**config.mk**
```make
export PLATFORM = sky130hd
export DESIGN_NAME = frame_rate_clock_governor
export DESIGN_NICKNAME = d
export VERILOG_FILES = /design/src/design/frcg_pkg.sv /design/src/design/frame_rate_clock_governor.sv /design/src/design/frcg_apb_regs.sv /design/src/design/frcg_governor.sv
export SDC_FILE = /design/constraint.sdc
export NUM_CORES = 1
export LEC_CHECK = 0
export ABC_AREA = 0
export BUFFER_PORTS_ARGS = -buffer_cell sky130_fd_sc_hd__buf_2
export CAP_MARGIN = 20
export CELL_PAD_IN_SITES_DETAIL_PLACEMENT = 0
export CELL_PAD_IN_SITES_GLOBAL_PLACEMENT = 2
export CORE_ASPECT_RATIO = 1.5
export CORE_UTILIZATION = 39
export DETAILED_ROUTE_END_ITERATION = 10
export PLACE_DENSITY_LB_ADDON = 0.1
export SKIP_LAST_GASP = 1
export SLEW_MARGIN = 20
export SYNTH_ARGS = -nofsm -noshare
export SYNTH_HDL_FRONTEND = slang
export SYNTH_SLANG_ARGS = --single-unit
```
**constraint.sdc**
```tcl
create_clock -name clk_i -period 13 [get_ports clk_i]
set_input_delay 2.6 -clock clk_i [delete_from_list [all_inputs] [get_ports clk_i]]
set_output_delay 2.6 -clock clk_i [all_outputs]
set_load 0.01 [all_outputs]
```
**src/design/frcg_pkg.sv**
```systemverilog
// Shared types, constants and the clock profile table of the frame rate governor.
package frcg_pkg;

  localparam int unsigned TimeBitsDefault = 48;
  localparam int unsigned AddrBits        = 5;
  localparam int unsigned DataBits        = 32;

  // Register map, word index into the configuration space
  typedef enum logic [2:0] {
    RegSecondLen = 3'd0,
    RegAdjustInt = 3'd1,
    RegWindow    = 3'd2,
    RegJump      = 3'd3,
    RegStart     = 3'd4
  } reg_idx_e;

  // Function code of an input word
  typedef enum logic {
    FuncFrame   = 1'b0,
    FuncRestart = 1'b1
  } func_e;

  localparam logic [23:0] SecondLenReset = 24'd1000000;
  localparam logic [27:0] AdjustIntReset = 28'd5000000;
  localparam logic [31:0] WindowReset    = 32'd60000000;
  localparam logic [7:0]  JumpReset      = 8'd6;
  localparam logic [2:0]  StartReset     = 3'd2;

  localparam logic [7:0]  PriorReset     = 8'd50;
  localparam logic [1:0]  TriesReset     = 2'd2;
  localparam logic [7:0]  CountMax       = 8'd255;
  localparam logic [2:0]  MaxProfile     = 3'd4;
  localparam logic [2:0]  ShellProfile   = 3'd2;

  typedef struct packed {
    logic [23:0] second_len;
    logic [27:0] adjust_int;
    logic [31:0] window;
    logic [7:0]  jump;
    logic [2:0]  start;
  } cfg_t;

  typedef struct packed {
    logic [9:0] cpu;
    logic [9:0] bus;
    logic [9:0] gpu_es4;
    logic [9:0] xbar;
    logic [9:0] gpu;
  } clocks_t;

  typedef struct packed {
    logic [2:0] profile;
    logic       changed;
    logic [7:0] rate;
    clocks_t    clocks;
  } result_t;

  // Clock frequencies in MHz for each profile
  function automatic clocks_t profile_clocks(input logic [2:0] prof);
    clocks_t c;
    case (prof)
      3'd0: c = '{cpu: 10'd111, bus: 10'd111, gpu_es4: 10'd111, xbar: 10'd111, gpu: 10'd111};
      3'd1: c = '{cpu: 10'd266, bus: 10'd166, gpu_es4: 10'd166, xbar: 10'd111, gpu: 10'd166};
      3'd2: c = '{cpu: 10'd444, bus: 10'd222, gpu_es4: 10'd222, xbar: 10'd166, gpu: 10'd222};
      3'd3: c = '{cpu: 10'd444, bus: 10'd222, gpu_es4: 10'd222, xbar: 10'd166, gpu: 10'd333};
      default: c = '{cpu: 10'd500, bus: 10'd222, gpu_es4: 10'd222, xbar: 10'd166, gpu: 10'd333};
    endcase
    return c;
  endfunction

endpackage

```
**src/design/frame_rate_clock_governor.sv**
```systemverilog
// Top level of the frame rate clock governor: input and result registers.
//
// Usage: each input word on the in_* channel is a frame event (func 0) or a
// restart (func 1) with a microsecond timestamp and the shell flag. Every
// accepted word yields exactly one result word on the out_* channel with the
// profile, a change flag, the measured frame rate and the cpu, bus, gpu_es4, xbar and gpu frequencies of the
// profile. Both channels use valid/ready.
// Path: a word accepted into the input register passes the governor logic
// and lands in the result register when that register is free or drained.
// Throughput: one word per cycle while out_ready_i stays high, set by the
// single governor pass between the input and result registers.
// Stall: while the result waits, the input register can still take one more
// word; with both registers full, in_ready_o drops until out_ready_i returns.
// Reset: empties both registers, loads the configuration defaults and the
// governor state (profile 2, prior rate 50, two step-down tries).
// Configuration is to be written over the APB-style port only while the
// block is idle; the block itself does not enforce this.
module frame_rate_clock_governor #(
  parameter int unsigned TIME_BITS = frcg_pkg::TimeBitsDefault
) (
  input  logic                          clk_i,
  input  logic                          rst_ni,
  input  logic                          psel,
  input  logic                          penable,
  input  logic                          pwrite,
  input  logic [frcg_pkg::AddrBits-1:0] paddr,
  input  logic [frcg_pkg::DataBits-1:0] pwdata,
  output logic [frcg_pkg::DataBits-1:0] prdata,
  output logic                          pready,
  input  logic                          in_valid_i,
  output logic                          in_ready_o,
  input  logic                          func_i,
  input  logic [TIME_BITS-1:0]          time_us_i,
  input  logic                          in_shell_i,
  output logic                          out_valid_o,
  input  logic                          out_ready_i,
  output logic [2:0]                    profile_o,
  output logic                          profile_changed_o,
  output logic [7:0]                    frame_rate_o,
  output logic [9:0]                    cpu_mhz_o,
  output logic [9:0]                    bus_mhz_o,
  output logic [9:0]                    gpu_es4_mhz_o,
  output logic [9:0]                    xbar_mhz_o,
  output logic [9:0]                    gpu_mhz_o
);
  import frcg_pkg::*;

  cfg_t    cfg;
  result_t res;
  result_t res_q;

  logic                 in_valid_q;
  logic                 func_q;
  logic [TIME_BITS-1:0] time_q;
  logic                 shell_q;
  logic                 out_valid_q;
  logic                 in_take;
  logic                 step;

  frcg_apb_regs u_regs (
    .clk_i   (clk_i),
    .rst_ni  (rst_ni),
    .psel    (psel),
    .penable (penable),
    .pwrite  (pwrite),
    .paddr   (paddr),
    .pwdata  (pwdata),
    .prdata  (prdata),
    .pready  (pready),
    .cfg_o   (cfg)
  );

  // Move a word on when the result register is free or being drained
  assign step       = in_valid_q && (!out_valid_q || out_ready_i);
  assign in_ready_o = !in_valid_q || step;
  assign in_take    = in_valid_i && in_ready_o;

  frcg_governor #(
    .TIME_BITS (TIME_BITS)
  ) u_gov (
    .clk_i      (clk_i),
    .rst_ni     (rst_ni),
    .cfg_i      (cfg),
    .step_i     (step),
    .func_i     (func_q),
    .time_us_i  (time_q),
    .in_shell_i (shell_q),
    .res_o      (res)
  );

  // Hold the incoming word
  always_ff @(posedge clk_i or negedge rst_ni) begin
    if (!rst_ni) begin
      in_valid_q <= 1'b0;
    end else if (in_ready_o) begin
      in_valid_q <= in_valid_i;
    end
  end

  always_ff @(posedge clk_i) begin
    if (in_take) begin
      func_q  <= func_i;
      time_q  <= time_us_i;
      shell_q <= in_shell_i;
    end
  end

  // Hold the result word until taken
  always_ff @(posedge clk_i or negedge rst_ni) begin
    if (!rst_ni) begin
      out_valid_q <= 1'b0;
    end else if (step) begin
      out_valid_q <= 1'b1;
    end else if (out_ready_i) begin
      out_valid_q <= 1'b0;
    end
  end

  always_ff @(posedge clk_i) begin
    if (step) begin
      res_q <= res;
    end
  end

  assign out_valid_o       = out_valid_q;
  assign profile_o         = res_q.profile;
  assign profile_changed_o = res_q.changed;
  assign frame_rate_o      = res_q.rate;
  assign cpu_mhz_o         = res_q.clocks.cpu;
  assign bus_mhz_o         = res_q.clocks.bus;
  assign gpu_es4_mhz_o     = res_q.clocks.gpu_es4;
  assign xbar_mhz_o        = res_q.clocks.xbar;
  assign gpu_mhz_o         = res_q.clocks.gpu;

  // A word taken while the input register cannot drain stays held
  assert property (@(posedge clk_i) disable iff (!rst_ni)
    (in_take && !step) |=> in_valid_q)
    else $error("accepted word lost in input register");

  // A word passed on always shows up as a result
  assert property (@(posedge clk_i) disable iff (!rst_ni) step |=> out_valid_q)
    else $error("governor pass without result");

endmodule

```
**src/design/frcg_apb_regs.sv**
```systemverilog
// Configuration register file behind the APB-style port.
module frcg_apb_regs (
  input  logic                          clk_i,
  input  logic                          rst_ni,
  input  logic                          psel,
  input  logic                          penable,
  input  logic                          pwrite,
  input  logic [frcg_pkg::AddrBits-1:0] paddr,
  input  logic [frcg_pkg::DataBits-1:0] pwdata,
  output logic [frcg_pkg::DataBits-1:0] prdata,
  output logic                          pready,
  output frcg_pkg::cfg_t                cfg_o
);
  import frcg_pkg::*;

  cfg_t     cfg_q;
  reg_idx_e idx;
  logic     wr_en;

  assign idx    = reg_idx_e'(paddr[AddrBits-1:2]);
  assign wr_en  = psel && penable && pwrite;
  assign pready = 1'b1;
  assign cfg_o  = cfg_q;

  // Write the addressed register on the access cycle
  always_ff @(posedge clk_i or negedge rst_ni) begin
    if (!rst_ni) begin
      cfg_q.second_len <= SecondLenReset;
      cfg_q.adjust_int <= AdjustIntReset;
      cfg_q.window     <= WindowReset;
      cfg_q.jump       <= JumpReset;
      cfg_q.start      <= StartReset;
    end else if (wr_en) begin
      case (idx)
        RegSecondLen: cfg_q.second_len <= pwdata[23:0];
        RegAdjustInt: cfg_q.adjust_int <= pwdata[27:0];
        RegWindow:    cfg_q.window     <= pwdata[31:0];
        RegJump:      cfg_q.jump       <= pwdata[7:0];
        RegStart:     cfg_q.start      <= pwdata[2:0];
        default: ;
      endcase
    end
  end

  // Return the addressed register, zero beyond the map
  always_comb begin
    case (idx)
      RegSecondLen: prdata = DataBits'(cfg_q.second_len);
      RegAdjustInt: prdata = DataBits'(cfg_q.adjust_int);
      RegWindow:    prdata = DataBits'(cfg_q.window);
      RegJump:      prdata = DataBits'(cfg_q.jump);
      RegStart:     prdata = DataBits'(cfg_q.start);
      default:      prdata = '0;
    endcase
  end

  // Start profile write is held exactly as written
  assert property (@(posedge clk_i) disable iff (!rst_ni)
    (wr_en && idx == RegStart) |=> (cfg_q.start == $past(pwdata[2:0])))
    else $error("start profile register not updated");

endmodule

```
**src/design/frcg_governor.sv**
```systemverilog
// Governor state and the single-pass decision logic for one frame word.
module frcg_governor #(
  parameter int unsigned TIME_BITS = frcg_pkg::TimeBitsDefault
) (
  input  logic                 clk_i,
  input  logic                 rst_ni,
  input  frcg_pkg::cfg_t       cfg_i,
  input  logic                 step_i,
  input  logic                 func_i,
  input  logic [TIME_BITS-1:0] time_us_i,
  input  logic                 in_shell_i,
  output frcg_pkg::result_t    res_o
);
  import frcg_pkg::*;

  logic [2:0]           profile_q, profile_d;
  logic [7:0]           count_q, count_d;
  logic [7:0]           rate_q, rate_d;
  logic [7:0]           peak_q, peak_d;
  logic [7:0]           prior_q, prior_d;
  logic [1:0]           tries_q, tries_d;
  logic [27:0]          interval_q, interval_d;
  logic [TIME_BITS-1:0] sec_mark_q, sec_mark_d;
  logic [TIME_BITS-1:0] adj_mark_q, adj_mark_d;
  logic [TIME_BITS-1:0] win_mark_q, win_mark_d;

  logic       changed;
  logic [7:0] count_inc;
  logic [7:0] peak_n;
  logic [7:0] diff;
  logic       sec_hit, adj_hit, win_hit;

  function automatic logic elapsed(input logic [TIME_BITS-1:0] now,
                                   input logic [TIME_BITS-1:0] mark,
                                   input logic [TIME_BITS-1:0] span);
    logic [TIME_BITS-1:0] delta;
    delta = now - mark;
    return (now >= mark) && (delta > span);
  endfunction

  assign count_inc = (count_q == CountMax) ? CountMax : count_q + 8'd1;
  assign sec_hit   = elapsed(time_us_i, sec_mark_q, TIME_BITS'(cfg_i.second_len));
  assign adj_hit   = elapsed(time_us_i, adj_mark_q, TIME_BITS'(interval_q));
  assign win_hit   = elapsed(time_us_i, win_mark_q, TIME_BITS'(cfg_i.window));

  // Work out the next state for the word in the input register
  always_comb begin
    profile_d  = profile_q;
    count_d    = count_q;
    rate_d     = rate_q;
    peak_d     = peak_q;
    prior_d    = prior_q;
    tries_d    = tries_q;
    interval_d = interval_q;
    sec_mark_d = sec_mark_q;
    adj_mark_d = adj_mark_q;
    win_mark_d = win_mark_q;
    changed    = 1'b0;
    peak_n     = peak_q;
    diff       = '0;

    if (func_e'(func_i) == FuncRestart) begin
      count_d    = '0;
      sec_mark_d = '0;
      adj_mark_d = '0;
      win_mark_d = '0;
      peak_d     = '0;
      prior_d    = PriorReset;
      tries_d    = TriesReset;
      profile_d  = (cfg_i.start > MaxProfile) ? MaxProfile : cfg_i.start;
      changed    = 1'b1;
    end else begin
      // Count the frame and close the measuring period
      count_d = count_inc;
      if (sec_hit) begin
        sec_mark_d = time_us_i;
        rate_d     = count_inc;
        count_d    = '0;
      end

      // Track the peak rate less one
      if (rate_d != 8'd0 && (rate_d - 8'd1) > peak_q) begin
        peak_n = rate_d - 8'd1;
      end
      peak_d = peak_n;

      diff = (rate_d >= prior_q) ? rate_d - prior_q : prior_q - rate_d;

      if (in_shell_i) begin
        if (profile_q != ShellProfile) begin
          profile_d = ShellProfile;
          changed   = 1'b1;
        end
      end else begin
        // Decide on a profile move at the end of the interval
        if (adj_hit) begin
          adj_mark_d = time_us_i;
          interval_d = cfg_i.adjust_int;
          if ((diff > cfg_i.jump || rate_d < peak_n) && profile_q < MaxProfile) begin
            tries_d   = (tries_q != 2'd0) ? tries_q - 2'd1 : 2'd0;
            profile_d = profile_q + 3'd1;
            changed   = 1'b1;
          end else if (tries_q != 2'd0 && diff == 8'd0 && profile_q > 3'd1) begin
            interval_d = {3'b000, cfg_i.second_len, 1'b0};
            profile_d  = profile_q - 3'd1;
            changed    = 1'b1;
          end
          prior_d = rate_d;
        end
        // Clear the peak and set one step-down try at the end of the long window
        if (win_hit) begin
          win_mark_d = time_us_i;
          tries_d    = 2'd1;
          peak_d     = '0;
        end
      end
    end
  end

  // Advance the governor state when a word is taken
  always_ff @(posedge clk_i or negedge rst_ni) begin
    if (!rst_ni) begin
      profile_q  <= ShellProfile;
      count_q    <= '0;
      rate_q     <= '0;
      peak_q     <= '0;
      prior_q    <= PriorReset;
      tries_q    <= TriesReset;
      interval_q <= AdjustIntReset;
      sec_mark_q <= '0;
      adj_mark_q <= '0;
      win_mark_q <= '0;
    end else if (step_i) begin
      profile_q  <= profile_d;
      count_q    <= count_d;
      rate_q     <= rate_d;
      peak_q     <= peak_d;
      prior_q    <= prior_d;
      tries_q    <= tries_d;
      interval_q <= interval_d;
      sec_mark_q <= sec_mark_d;
      adj_mark_q <= adj_mark_d;
      win_mark_q <= win_mark_d;
    end
  end

  assign res_o.profile = profile_d;
  assign res_o.changed = changed;
  assign res_o.rate    = rate_d;
  assign res_o.clocks  = profile_clocks(profile_d);

  assert property (@(posedge clk_i) disable iff (!rst_ni) profile_q <= MaxProfile)
    else $error("profile out of range");

  assert property (@(posedge clk_i) disable iff (!rst_ni) tries_q <= TriesReset)
    else $error("step-down tries above start value");

  assert property (@(posedge clk_i) disable iff (!rst_ni)
    (step_i && profile_d != profile_q) |-> res_o.changed)
    else $error("profile moved without change flag");

endmodule
```
; ---- After elaboration in Yosys (flattened, before gate mapping)
; Cells that the tools add are included.
; W data, S select, Z words.
[totals]
register_bits = 418
inputBits = 94
output_inout_bits = 97
elab_cells = 147
[op_classes]
n_addsub = 10
order_cmp = 13
n_eq_ne = 10
muxes = 47
n_bitwise = 2
n_reduce_logical = 37
[ops]
columns = cell, count
row1 = $mux W48, 8
row2 = $pmux W49 S4, 1
row3 = $pmux W32 S5, 1
row4 = $ge A48 B48 Y1, 3
row5 = $sub A48 B48 Y48, 3
row6 = $mux W8, 15
row7 = $mux W28, 2
row8 = $gt A48 B24 Y1, 1
row9 = $gt A48 B28 Y1, 1
row10 = $gt A48 B32 Y1, 1
row11 = $mux W3, 7
row12 = $gt A8 B8 Y1, 2
row13 = $sub A8 B8 Y8, 2
row14 = $eq A3 B2 Y1 const B, 4
row15 = $mux W2, 6
row16 = $reduce_and A2 Y1, 6
row17 = $logic_and A1 B1 Y1, 11
row18 = $reduce_bool A2 Y1, 5
row19 = $add A8 B1 Y8 const B, 1
row20 = $eq A8 B8 Y1 const B, 1
row21 = $ge A8 B8 Y1, 1
row22 = $logic_not A8 Y1, 1
row23 = $lt A8 B8 Y1, 1
row24 = $reduce_and A4 Y1, 2
row25 = 19 further kinds, 33

; ---- Depth between registers and ports, before layout
; Gate-level depths: netlist (run 1).
[logic_depth]
depth_word = 19
mapped_depth = 55
depth_no_buf = 50

; ---- By module
; Synthesis (run 1) repeated with hierarchy kept, for this count alone.
[hier_totals]
hier_cells = 3293
area_unflattened_um2 = 29873.7
[by_module_without_submodules]
columns = module, n_inst, cells_each, area_each_um2
row1 = frcg_governor, 1, 2848, 21897.3
row2 = frcg_apb_regs, 1, 325, 4509.3
row3 = frame_rate_clock_governor, 1, 120, 3467.1

; ---- Worst setup path before layout (run 1)
; No wires, ideal clock.
[synth_path]
path_type = reg2reg
start = reg time_q[0]
end = reg res_q, in the netlist gpu_mhz_o[8], data pin
setup_time_ns = 0.256
arrival_ns = 9.827
required_time_ns = 12.744
setup_slack_ns = 2.916
path_stages_with_launch = 47
n_path_buf = 4
path_cell_list = edfxtp_1 inv_1 ha_1 inv_1 fa_1 a21oi_1 o211ai_1 a31oi_1 o21a_1 o21ai_0 xor2_1 ha_1 nand4_1 or4_1 or3_1 a221oi_1 nand4_1 a211oi_1 (+11 left out) o21a_1 buf_2 o2111ai_1 a31oi_1 o21ai_2 o21bai_1 xor2_1 ha_1 nand3_1 o31a_1 or3_1 nor2_1 inv_1 o221a_2 a311oi_4 inv_2 and2_1 nand2b_1
[synth_rtl]
columns = element, line_no
row1 = "start, declared", frame_rate_clock_governor.sv:54  ; logic [TIME_BITS-1:0] time_q;
row2 = "start signal, assigned", frame_rate_clock_governor.sv:103  ; time_q <= time_us_i;
row3 = "end signal, assigned", frame_rate_clock_governor.sv:121  ; res_q <= res;
row4 = "end, declared", frame_rate_clock_governor.sv:50  ; result_t res_q;

==> flow_summary_export.csv, run 1 <==
group,metric,value,unit
setup_path,critPathCaptureType,"register",
setup_path,cp.required,13350,ps
clock_tree,cts_hold_repair.buffers,0,
clock_tree,sinks_on_the_clock_net,380,
place,buffer_ports.inserted,170,
die,core_area,0.0725,sq mm
logic_synthesis,synth_most_common_cell,"sky130_fd_sc_hd__inv_1",
route,post-route-drc-count,0,
setup_path,max_fanout_on_critical_path,7,
route,post_route_ant_nets,0,
logic_synthesis,synth.avg_cell_area,8.76,sq um
clock_tree,htreeDepth,2,
setup_path,worst-endpoint-arrival,12170,ps
route,num_vias,24000,
setup_path,critPathMaxStageDelay,610,ps
global_routing,global_route.usage.total,25.6,%
clock_tree,cts_buffers,44,
timing,final_period_demand_of_the_worst_path,11820,ps
layout,post_route_cells_drive_above_1_share,13.0,%
run,maxCapViolCount,0,
clock_tree,clock_tree.root_cell,"sky130_fd_sc_hd__clkbuf_16",
clock_tree,clk_transition_reported_paths,60,ps
layout,layout_utilization,43.5,%
route,post_drt_wl_per_cell,22.1,um
min_path,min-delay-path-class,"register to register",
setup_path,cp-start-kind,"register",
layout,postLayoutCellArea,0.0316,sq mm
route,detail_route.first_pass.iterations,6,
timing,maxClockFrequency,84.6,MHz
setup_path,r2r-end,"gpu_mhz_o[7]$_DFFE_PP_",
clock_tree,cts_tree,"built",
setup_path,endpoint,"gpu_mhz_o[7]$_DFFE_PP_",
die,initial_utilization,39.4,%
route,drt-initial-drc-count,1408,
power,total_power,5.32,mW
place,detailed_place.area,0.0302,sq mm
power,power_per_standard_cell_area,168,mW/mm^2
logic_synthesis,postSynthCellCount,3257,
global_routing,vias_in_the_first_global_route,24000,
logic_synthesis,yosys_register_bits,380,
setup_path,worstRegToRegCells,43,
setup_path,crit_path_top_delay_cell,"sky130_fd_sc_hd__or4_1",
place,place_hpwl,76000,um
die,placementRows,121,
route,finalWirelength,95300,um
place,place_worst_setup_slack,1220,ps
die,io_pins,191,
timing,final-hold-violation-count,0,
logic_synthesis,synth_area,0.0285,sq mm
logic_synthesis,synth_common_cells,"sky130_fd_sc_hd__inv_1 (320), sky130_fd_sc_hd__nand2_1 (287), sky130_fd_sc_hd__a21oi_1 (283)",
logic_synthesis,synth_cell_type_count,103,
global_routing,grt_first_pass_wirelength,146000,um
clock_tree,ctsLongestPathBuffers,3,
clock_tree,postCtsResizedCells,0,
timing,setup_tns,0,ps
logic_synthesis,synth_top_cell_by_area,"sky130_fd_sc_hd__dfrtp_1",
setup_path,worst-setup-path-type,"register to register",
status,run_status,"complete, no violations",
timing,grt_setup_unrepaired,"no",
layout,num-nets-final,3727,
logic_synthesis,asyncSetResetFlopFracSynth,80.5,%
global_routing,antenna_found_initial,3,
clock_tree,postCtsSetupRepairBufs,0,
timing,timing.clock.skew,20.3,ps
global_routing,grt-ovfl-total,0,
timing,final.setup.worst_slack,1180,ps
logic_synthesis,yosys.area.top_type_share,23.2,%
die,width_of_the_die,223,um
layout,area.growth.synth_to_final,10.6,%
timing,tightest_slew,1040,ps
timing,slew_headroom,30.7,%
timing,setup_viol_count_final,0,
timing,final-max-slew-violation-count,0,
logic_synthesis,count_of_flip_flops_with_a_built_in_enable_after_synthesis,74,
route,post_drt_via_cell_ratio,5.56,
power,power.ir.vdd_worst,0.107,mV
logic_synthesis,synth-warning-count,0,
power,leakagePower,14.0,nW
setup_path,setup.worst_path.start,"time_q[0]$_DFFE_PP_",
setup_path,reg2reg_setup_slack,1180,ps
logic_synthesis,post_synth_main_area_contributors,"sky130_fd_sc_hd__dfrtp_1 (23%), sky130_fd_sc_hd__ha_1 (12%), sky130_fd_sc_hd__edfxtp_1 (7.8%)",
timing,final_worst_path_period_share,91.0,%
setup_path,worstReg2RegStart,"time_q[0]$_DFFE_PP_",
die,chipHeight,333,um
place,routabilityCongestion,0.887,
global_routing,pin_count_of_the_biggest_net_entering_global_routing,127,
logic_synthesis,seq_total_area_yosys,34.8,%
logic_synthesis,yosys_most_used_dff,"sky130_fd_sc_hd__dfrtp_1",
die,area_enclosed_by_the_die_boundary,0.0743,sq mm
clock_tree,worstSkewPairLatency,600,ps
==> stage by stage <==
step | cells | hold slack (ps)
finish | 4311 | 478
global route | 4310 | 509
CTS | 4309 | 485
detailed placement | 4230 | 470
global placement | 4229 | 463
floorplan | 3273 | 445
==> worst min path at each step <==
stage                                                start                          endpoint  slack [ps]  cells past startpoint
after floorplan            u_gov.interval_q[0]$_DFFE_PN0P_   u_gov.interval_q[0]$_DFFE_PN0P_         450                      2
after global placement    u_gov.sec_mark_q[37]$_DFFE_PN0P_  u_gov.sec_mark_q[37]$_DFFE_PN0P_         460                      2
after detailed placement   u_gov.adj_mark_q[5]$_DFFE_PN0P_   u_gov.adj_mark_q[5]$_DFFE_PN0P_         470                      2
after CTS                  u_gov.adj_mark_q[5]$_DFFE_PN0P_   u_gov.adj_mark_q[5]$_DFFE_PN0P_         480                      2
after global routing      u_gov.adj_mark_q[11]$_DFFE_PN0P_  u_gov.adj_mark_q[11]$_DFFE_PN0P_         510                      2
final                     u_gov.sec_mark_q[35]$_DFFE_PN0P_  u_gov.sec_mark_q[35]$_DFFE_PN0P_         480                      2
==> where the power goes <==
part	total (mW)	internal (mW)	switching (mW)
combinational	2.45	0.967	1.48
sequential	1.64	1.46	0.180
clock	1.23	0.699	0.528
==> sequential cells by signal, indices dropped and copies added (netlist names) <==
name and count:
u_gov.count_q 8, shell_q 1, func_q 1, u_gov.prior_q 8, u_gov.tries_q 2, out_valid_o 1
u_gov.peak_q 8, profile_o 3, time_q 48, profile_changed_o 1, u_gov.sec_mark_q 48, gpu_mhz_o 5
u_gov.interval_q 28, frame_rate_o 8, in_valid_q 1, u_gov.adj_mark_q 48, bus_mhz_o 1, cpu_mhz_o 6
u_gov.profile_q 3, u_regs.cfg_o 95, u_gov.rate_q 8, u_gov.win_mark_q 48
==> worst max-delay path, delay by kind of cell (launching register included) <==
kind,cells,cell delay (ps)
simple gates,13,3440
flops,1,410
xor+xnor,3,500
mux,1,290
compound gates,17,4700
fa+ha+maj,5,1690
buf+inv,4,510
==> routing by layer <==
layer | vias to the layer above | part of all wire (%) | routed length, um | GRT usage [%]
met3 | 127 | 2.9 | 2800 | 2.43
met5 | - | 0 | 0 | 0
li1 | 11700 | - | - | -
met1 | 11600 | 41 | 38800 | 30.0
met2 | 478 | 53 | 50300 | 48.1
met4 | 0 | 3.6 | 3400 | 8.91
==> cell families (layout without fill, tap and decap cells) <==
family / count (synthesis) / after routing / synth area share [%]
compound gates: 990 / 990 / 22.7
xor+xnor: 118 / 118 / 3.62
fa+ha+maj: 278 / 278 / 12.3
buf+inv: 500 / 615 / 7.22
flops: 380 / 380 / 34.8
mux: 116 / 116 / 4.63
other cells: 2 / 19 / 0.0263
simple gates: 873 / 873 / 14.7
==> layout make-up <==
cell class,count,area [sq um]
clock inverter,16,149
sequential,380,9930
clock buffer,63,1230
timing repair buffer,214,1210
inverter,322,1210
antenna,1,2.50
tap,922,1150
multi-input combinational,2393,16700
fill,7310,41000
==> cell usage in the layout (no fill, tap or decap), drive strengths merged, types with 12 or more instances in the layout <==
cell type and n:
a31oi 21, xnor2 78, nor4 20, nor3 33
mux2 65, a22o 88, o21ai 254, nor2 212
o22ai 12, buf 214, conb 18, nand3 55
inv 323, ha 273, nor2b 32, nand2 288
o21bai 24, dfstp 41, a21o 101, and2 15
a21oi 285, mux2i 46, o211ai 27, nand2b 90
o21a 40, clkbuf 63, a211oi 21, xor2 40
edfxtp 74, nand4 63, dfrtp 265, and3 17
No activity file was read; power rests on OpenSTA's default activity.
==> run 2: changes to the inputs <==
CELL_PAD_IN_SITES_DETAIL_PLACEMENT = 1   (was 0)
==> flow_summary_export.csv, run 2 (synthesis results as in run 1) <==
group,metric,value,unit
timing,final.setup.worst_slack,1010,ps
clock_tree,cts_buffers,43,
timing,slew_headroom,30.4,%
place,buffer_ports.inserted,170,
die,width_of_the_die,223,um
route,wl_met1,40200,um
route,post_route_ant_nets,0,
clock_tree,postCtsSetupRepairBufs,0,
die,core_area,0.0725,sq mm
route,finalWirelength,100000,um
timing,grt_setup_unrepaired,"no",
setup_path,critPathMaxStageDelay,610,ps
die,io_pins,191,
route,highest_layer,"met4",
setup_path,worst-setup-path-type,"register to register",
place,routabilityCongestion,0.887,
die,chipHeight,333,um
clock_tree,postCtsResizedCells,0,
global_routing,global_route.usage.total,27.2,%
clock_tree,ctsLongestPathBuffers,3,
timing,final_worst_path_period_share,92.2,%
route,drt-initial-drc-count,1064,
timing,final-hold-violation-count,0,
route,post_drt_via_cell_ratio,5.64,
run,maxCapViolCount,0,
global_routing,grt_first_pass_wirelength,156000,um
setup_path,cp.required,13360,ps
setup_path,worst-endpoint-arrival,12340,ps
global_routing,grt-ovfl-total,0,
timing,timing.clock.skew,34.9,ps
route,routed-wl-met3,2400,um
clock_tree,cts_hold_repair.buffers,0,
route,route.met2.wl,53500,um
timing,final_period_demand_of_the_worst_path,11990,ps
clock_tree,htreeDepth,2,
die,placementRows,121,
layout,final_common_cell,"sky130_fd_sc_hd__inv_1",
global_routing,vias_in_the_first_global_route,26200,
layout,area.growth.synth_to_final,10.6,%
power,total_power,5.40,mW
setup_path,cp-start-kind,"register",
place,place_hpwl,80500,um
timing,maxClockFrequency,83.4,MHz
clock_tree,worstSkewPairLatency,610,ps
layout,post_route_cells_drive_above_1_share,13.2,%
power,power.ir.vdd_worst,0.102,mV
timing,final-max-slew-violation-count,0,
layout,n_antenna_cell,0,
layout,mostFrequentLayoutCells,"sky130_fd_sc_hd__inv_1 (319), sky130_fd_sc_hd__nand2_1 (287), sky130_fd_sc_hd__a21oi_1 (283)",
clock_tree,sinks_on_the_clock_net,380,
setup_path,reg2reg_setup_slack,1010,ps
clock_tree,cts_tree,"built",
setup_path,max_fanout_on_critical_path,7,
power,leakagePower,14.1,nW
timing,tightest_slew,1040,ps
timing,setup_tns,0,ps
timing,setup_viol_count_final,0,
power,power_per_standard_cell_area,171,mW/mm^2
place,place_worst_setup_slack,1180,ps
global_routing,pin_count_of_the_biggest_net_entering_global_routing,127,
die,initial_utilization,39.4,%
setup_path,critPathCaptureType,"register",
clock_tree,clock_tree.root_cell,"sky130_fd_sc_hd__clkbuf_16",
route,post-route-drc-count,0,
route,detail_route.first_pass.iterations,5,
layout,largest_register_ff_count,95,
clock_tree,clk_transition_reported_paths,70,ps
route,num_vias,24300,
die,area_enclosed_by_the_die_boundary,0.0743,sq mm
layout,num-nets-final,3726,
global_routing,antenna_found_initial,2,
min_path,min-delay-path-class,"register to register",
setup_path,crit_path_top_delay_cell,"sky130_fd_sc_hd__or4_1",
route,post_drt_wl_per_cell,23.3,um
status,run_status,"complete, no violations",
layout,final.fill_count,8505,
## run 2: per-layer routing
metal / vias to the layer above / GRT usage [%]
met1: 12100 / 31.0
met3: 128 / 2.56
li1: 11700 / -
met4: 0 / 10.6
met5: - / 0
met2: 335 / 51.6
## run 2: where the power goes
group | total (mW) | switching, mW | internal [mW]
logic | 2.51 | 1.54 | 0.976
clock network | 1.24 | 0.541 | 0.696
registers | 1.65 | 0.185 | 1.46
total | 5.40 | 2.26 | 3.13
## run 2: layout make-up
type | count | area (sq um) | share of cell area, %
multi-input combinational | 2393 | 16700 | 52.8
sequential | 380 | 9930 | 31.5
clock buffer | 63 | 1260 | 4.00
timing repair buffer | 214 | 1210 | 3.84
inverter | 322 | 1210 | 3.83
tap | 922 | 1150 | 3.65
clock inverter | 17 | 131 | 0.416
## run 2: per-stage QoR
stage	instances	area [sq um]	hold WS [ps]	util, %
after floorplan	3273	28600	445	-
after global placement	4229	30100	463	41.6
after detailed placement	4230	30200	471	41.6
after CTS	4310	31500	484	43.5
after global routing	4311	31600	500	43.5
final	4311	31600	478	43.5
## run 2: final timing paths
check	from	to	cells past startpoint
min in group asynchronous	rst_ni	u_regs.cfg_o[38]$_DFFE_PN0P_	1
max in group asynchronous	rst_ni	u_gov.sec_mark_q[44]$_DFFE_PN0P_	3
worst max register to register	time_q[0]$_DFFE_PP_	gpu_mhz_o[7]$_DFFE_PP_	45
worst max-delay path	time_q[0]$_DFFE_PP_	gpu_mhz_o[7]$_DFFE_PP_	45
worst min register to register	u_gov.sec_mark_q[35]$_DFFE_PN0P_	u_gov.sec_mark_q[35]$_DFFE_PN0P_	2
worst min-delay path	u_gov.sec_mark_q[35]$_DFFE_PN0P_	u_gov.sec_mark_q[35]$_DFFE_PN0P_	2
## run 2: critical path, delay by kind of cell (launching register included)
family,cells,cell delay [ps]
buffers and inverters,6,810
AO/OA/AOI/OAI,16,4400
AND/OR/NAND/NOR,13,3510
flip-flops,1,410
XOR/XNOR,3,490
adder cells (fa/ha/maj),5,1580
multiplexers,2,470
==> run 3: changes to the inputs <==
CORE_UTILIZATION = 35   (was 39)
clock period = 10.4 ns   (was 13 ns; I/O delays follow)
==> flow_summary_export.csv, run 3 (synthesis results as in run 1) <==
group,metric,value,unit
timing,slew_headroom,26.3,%
power,total_power,7.34,mW
setup_path,cp_common_cell,"sky130_fd_sc_hd__a21oi_2",
route,drt-initial-drc-count,1048,
timing,tightest_slew,1110,ps
setup_path,reg2reg_setup_slack,410,ps
power,clock_power_share,23.3,%
setup_path,cp-start-kind,"register",
global_routing,antenna_found_initial,3,
min_path,min-delay-path-class,"register to register",
timing,grt_setup_unrepaired,"yes",
global_routing,global_route.usage.total,24.6,%
clock_tree,ctsLongestPathBuffers,3,
place,place_hpwl,81100,um
place,buffer_ports.inserted,170,
layout,final_common_cell,"sky130_fd_sc_hd__inv_1",
die,area_enclosed_by_the_die_boundary,0.0827,sq mm
die,placementRows,127,
timing,setup_viol_count_final,0,
setup_path,critPathMaxStageDelay,480,ps
clock_tree,cts_buffers,44,
route,post-route-drc-count,0,
layout,n_antenna_cell,0,
power,seq_power_share,27.7,%
timing,final_period_demand_of_the_worst_path,9990,ps
power,power.switching_fraction,41.0,%
route,post_drt_via_cell_ratio,5.48,
layout,post_route_cells_drive_above_1_share,18.1,%
die,io_pins,191,
layout,layout_utilization,41.3,%
layout,largest_register_ff_count,95,
layout,final.fill_count,9384,
power,leakagePower,14.7,nW
route,detail_route.first_pass.iterations,5,
run,maxCapViolCount,0,
global_routing,grt_first_pass_wirelength,157000,um
route,finalWirelength,104000,um
place,routabilityCongestion,0.857,
power,cellInternalPower,4.33,mW
timing,final-hold-violation-count,0,
global_routing,grt-ovfl-total,0,
timing,maxClockFrequency,100,MHz
clock_tree,htreeDepth,2,
die,initial_utilization,35.5,%
status,run_status,"complete, no violations",
route,post_route_ant_nets,0,
power,switching_power,3.01,mW
die,chipHeight,352,um
power,logic_pwr_share,49.0,%
route,post_drt_wl_per_cell,22.9,um
power,power.ir.vdd_worst,0.131,mV
die,width_of_the_die,235,um
route,num_vias,24800,
clock_tree,sinks_on_the_clock_net,380,
global_routing,pin_count_of_the_biggest_net_entering_global_routing,97,
setup_path,cp.required,10850,ps
setup_path,crit_path_top_delay_cell,"sky130_fd_sc_hd__or4_4",
setup_path,worst-endpoint-arrival,10440,ps
layout,num-nets-final,3829,
clock_tree,clock_tree.root_cell,"sky130_fd_sc_hd__clkbuf_16",
timing,timing.clock.skew,27.0,ps
clock_tree,clk_transition_reported_paths,70,ps
layout,area.growth.synth_to_final,16.3,%
setup_path,max_fanout_on_critical_path,12,
clock_tree,worstSkewPairLatency,610,ps
setup_path,worst-setup-path-type,"register to register",
layout,mostFrequentLayoutCells,"sky130_fd_sc_hd__inv_1 (310), sky130_fd_sc_hd__nand2_1 (285), sky130_fd_sc_hd__a21oi_1 (266)",
power,power_per_standard_cell_area,221,mW/mm^2
setup_path,cpLargestDelayFamily,"compound AO/OA/AOI/OAI gates",
setup_path,cp_num_buf_inv,11,
setup_path,critPathCaptureType,"register",
clock_tree,cts_tree,"built",
timing,final-max-slew-violation-count,0,
die,core_area,0.0804,sq mm
timing,final_worst_path_period_share,96.1,%
global_routing,vias_in_the_first_global_route,26200,
clock_tree,cts_hold_repair.buffers,0,
[run 3: cell count changes in the layout (fill, tap and decap cells not counted), moves of 9 or more]
| cell | previous run | this run |
|---|---|---|
| sky130_fd_sc_hd__buf_4 | 43 | 127 |
| sky130_fd_sc_hd__a21oi_1 | 283 | 266 |
| sky130_fd_sc_hd__a21oi_2 | 1 | 17 |
| sky130_fd_sc_hd__buf_6 | 0 | 11 |
| sky130_fd_sc_hd__ha_1 | 273 | 262 |
| sky130_fd_sc_hd__ha_4 | 0 | 9 |
| sky130_fd_sc_hd__inv_1 | 319 | 310 |
| sky130_fd_sc_hd__inv_2 | 3 | 12 |
[run 3: area by class of cell]
| cell class | instances | area, sq um | area share [%] |
|---|---|---|---|
| tap | 1032 | 1290 | 3.89 |
| inverter | 322 | 1210 | 3.64 |
| sequential | 380 | 9930 | 29.9 |
| timing repair buffer | 314 | 2070 | 6.25 |
| multi-input combinational | 2395 | 17200 | 51.7 |
| clock inverter | 25 | 312 | 0.938 |
| clock buffer | 57 | 1230 | 3.71 |
[run 3: final timing paths]
kind | from | endpoint | cells after the start
worst max register to register | time_q[0]$_DFFE_PP_ | u_gov.interval_q[7]$_DFFE_PN0P_ | 52
worst max-delay path | time_q[0]$_DFFE_PP_ | u_gov.interval_q[7]$_DFFE_PN0P_ | 52
min in group asynchronous | rst_ni | u_regs.cfg_o[79]$_DFFE_PN0P_ | 1
worst min-delay path | u_gov.sec_mark_q[46]$_DFFE_PN0P_ | u_gov.sec_mark_q[46]$_DFFE_PN0P_ | 2
max in group asynchronous | rst_ni | u_gov.sec_mark_q[45]$_DFFE_PN0P_ | 3
worst min register to register | u_gov.sec_mark_q[46]$_DFFE_PN0P_ | u_gov.sec_mark_q[46]$_DFFE_PN0P_ | 2
[run 3: per-layer routing]
metal	GRT usage, %	routed length [um]	vias to the layer above	part of all wire, %
met2	47.3	55300	305	53
met1	28.2	42600	12500	41
li1	-	-	11900	-
met3	2.07	2140	129	2.1
met5	0	0	-	0
met4	8.57	3790	0	3.7
[run 3: worst reg2reg max path: cells and delay by family, from the launching register on]
kind | cells | cell delay, ps
AND/OR/NAND/NOR | 15 | 3120
AO/OA/AOI/OAI | 18 | 3190
buffers and inverters | 11 | 1340
flip-flops | 1 | 420
XOR/XNOR | 1 | 70
adder cells (fa/ha/maj) | 6 | 1580
multiplexers | 1 | 120
[run 3: stage by stage]
stage / hold slack, ps / setup TNS (ps) / area, sq um / setup slack, ps / instances
floorplan: 445 / 0 / 28600 / 316 / 3273
global placement: 463 / -135 / 30900 / -48.1 / 4412
detailed placement: 470 / -9330 / 30900 / -388 / 4412
CTS: 485 / 0 / 32500 / 11.4 / 4495
global route: 516 / -3630 / 33200 / -127 / 4525
finish: 474 / 0 / 33200 / 409 / 4525
[run 3: what timing repair did]
action                                  4_1_cts  5_1_grt
setup buffers                                 1       26
gates cloned                                  0        7
gates resized for setup                      12      100
endpoints found under the setup margin       42       49
pin swaps                                     6       58
hold endpoints to repair                      0        0
[run 3: power groups by stage]
| stage | clock network (mW) | logic [mW] | registers [mW] |
|---|---|---|---|
| final | 1.71 | 3.60 | 2.03 |
| after global placement | 0 | 3.18 | 2.05 |
| after floorplan | 0 | 2.23 | 1.99 |
| after global routing | 1.81 | 3.98 | 2.07 |
| after CTS | 1.76 | 3.35 | 2.03 |
| after detailed placement | 0 | 3.30 | 2.06 |
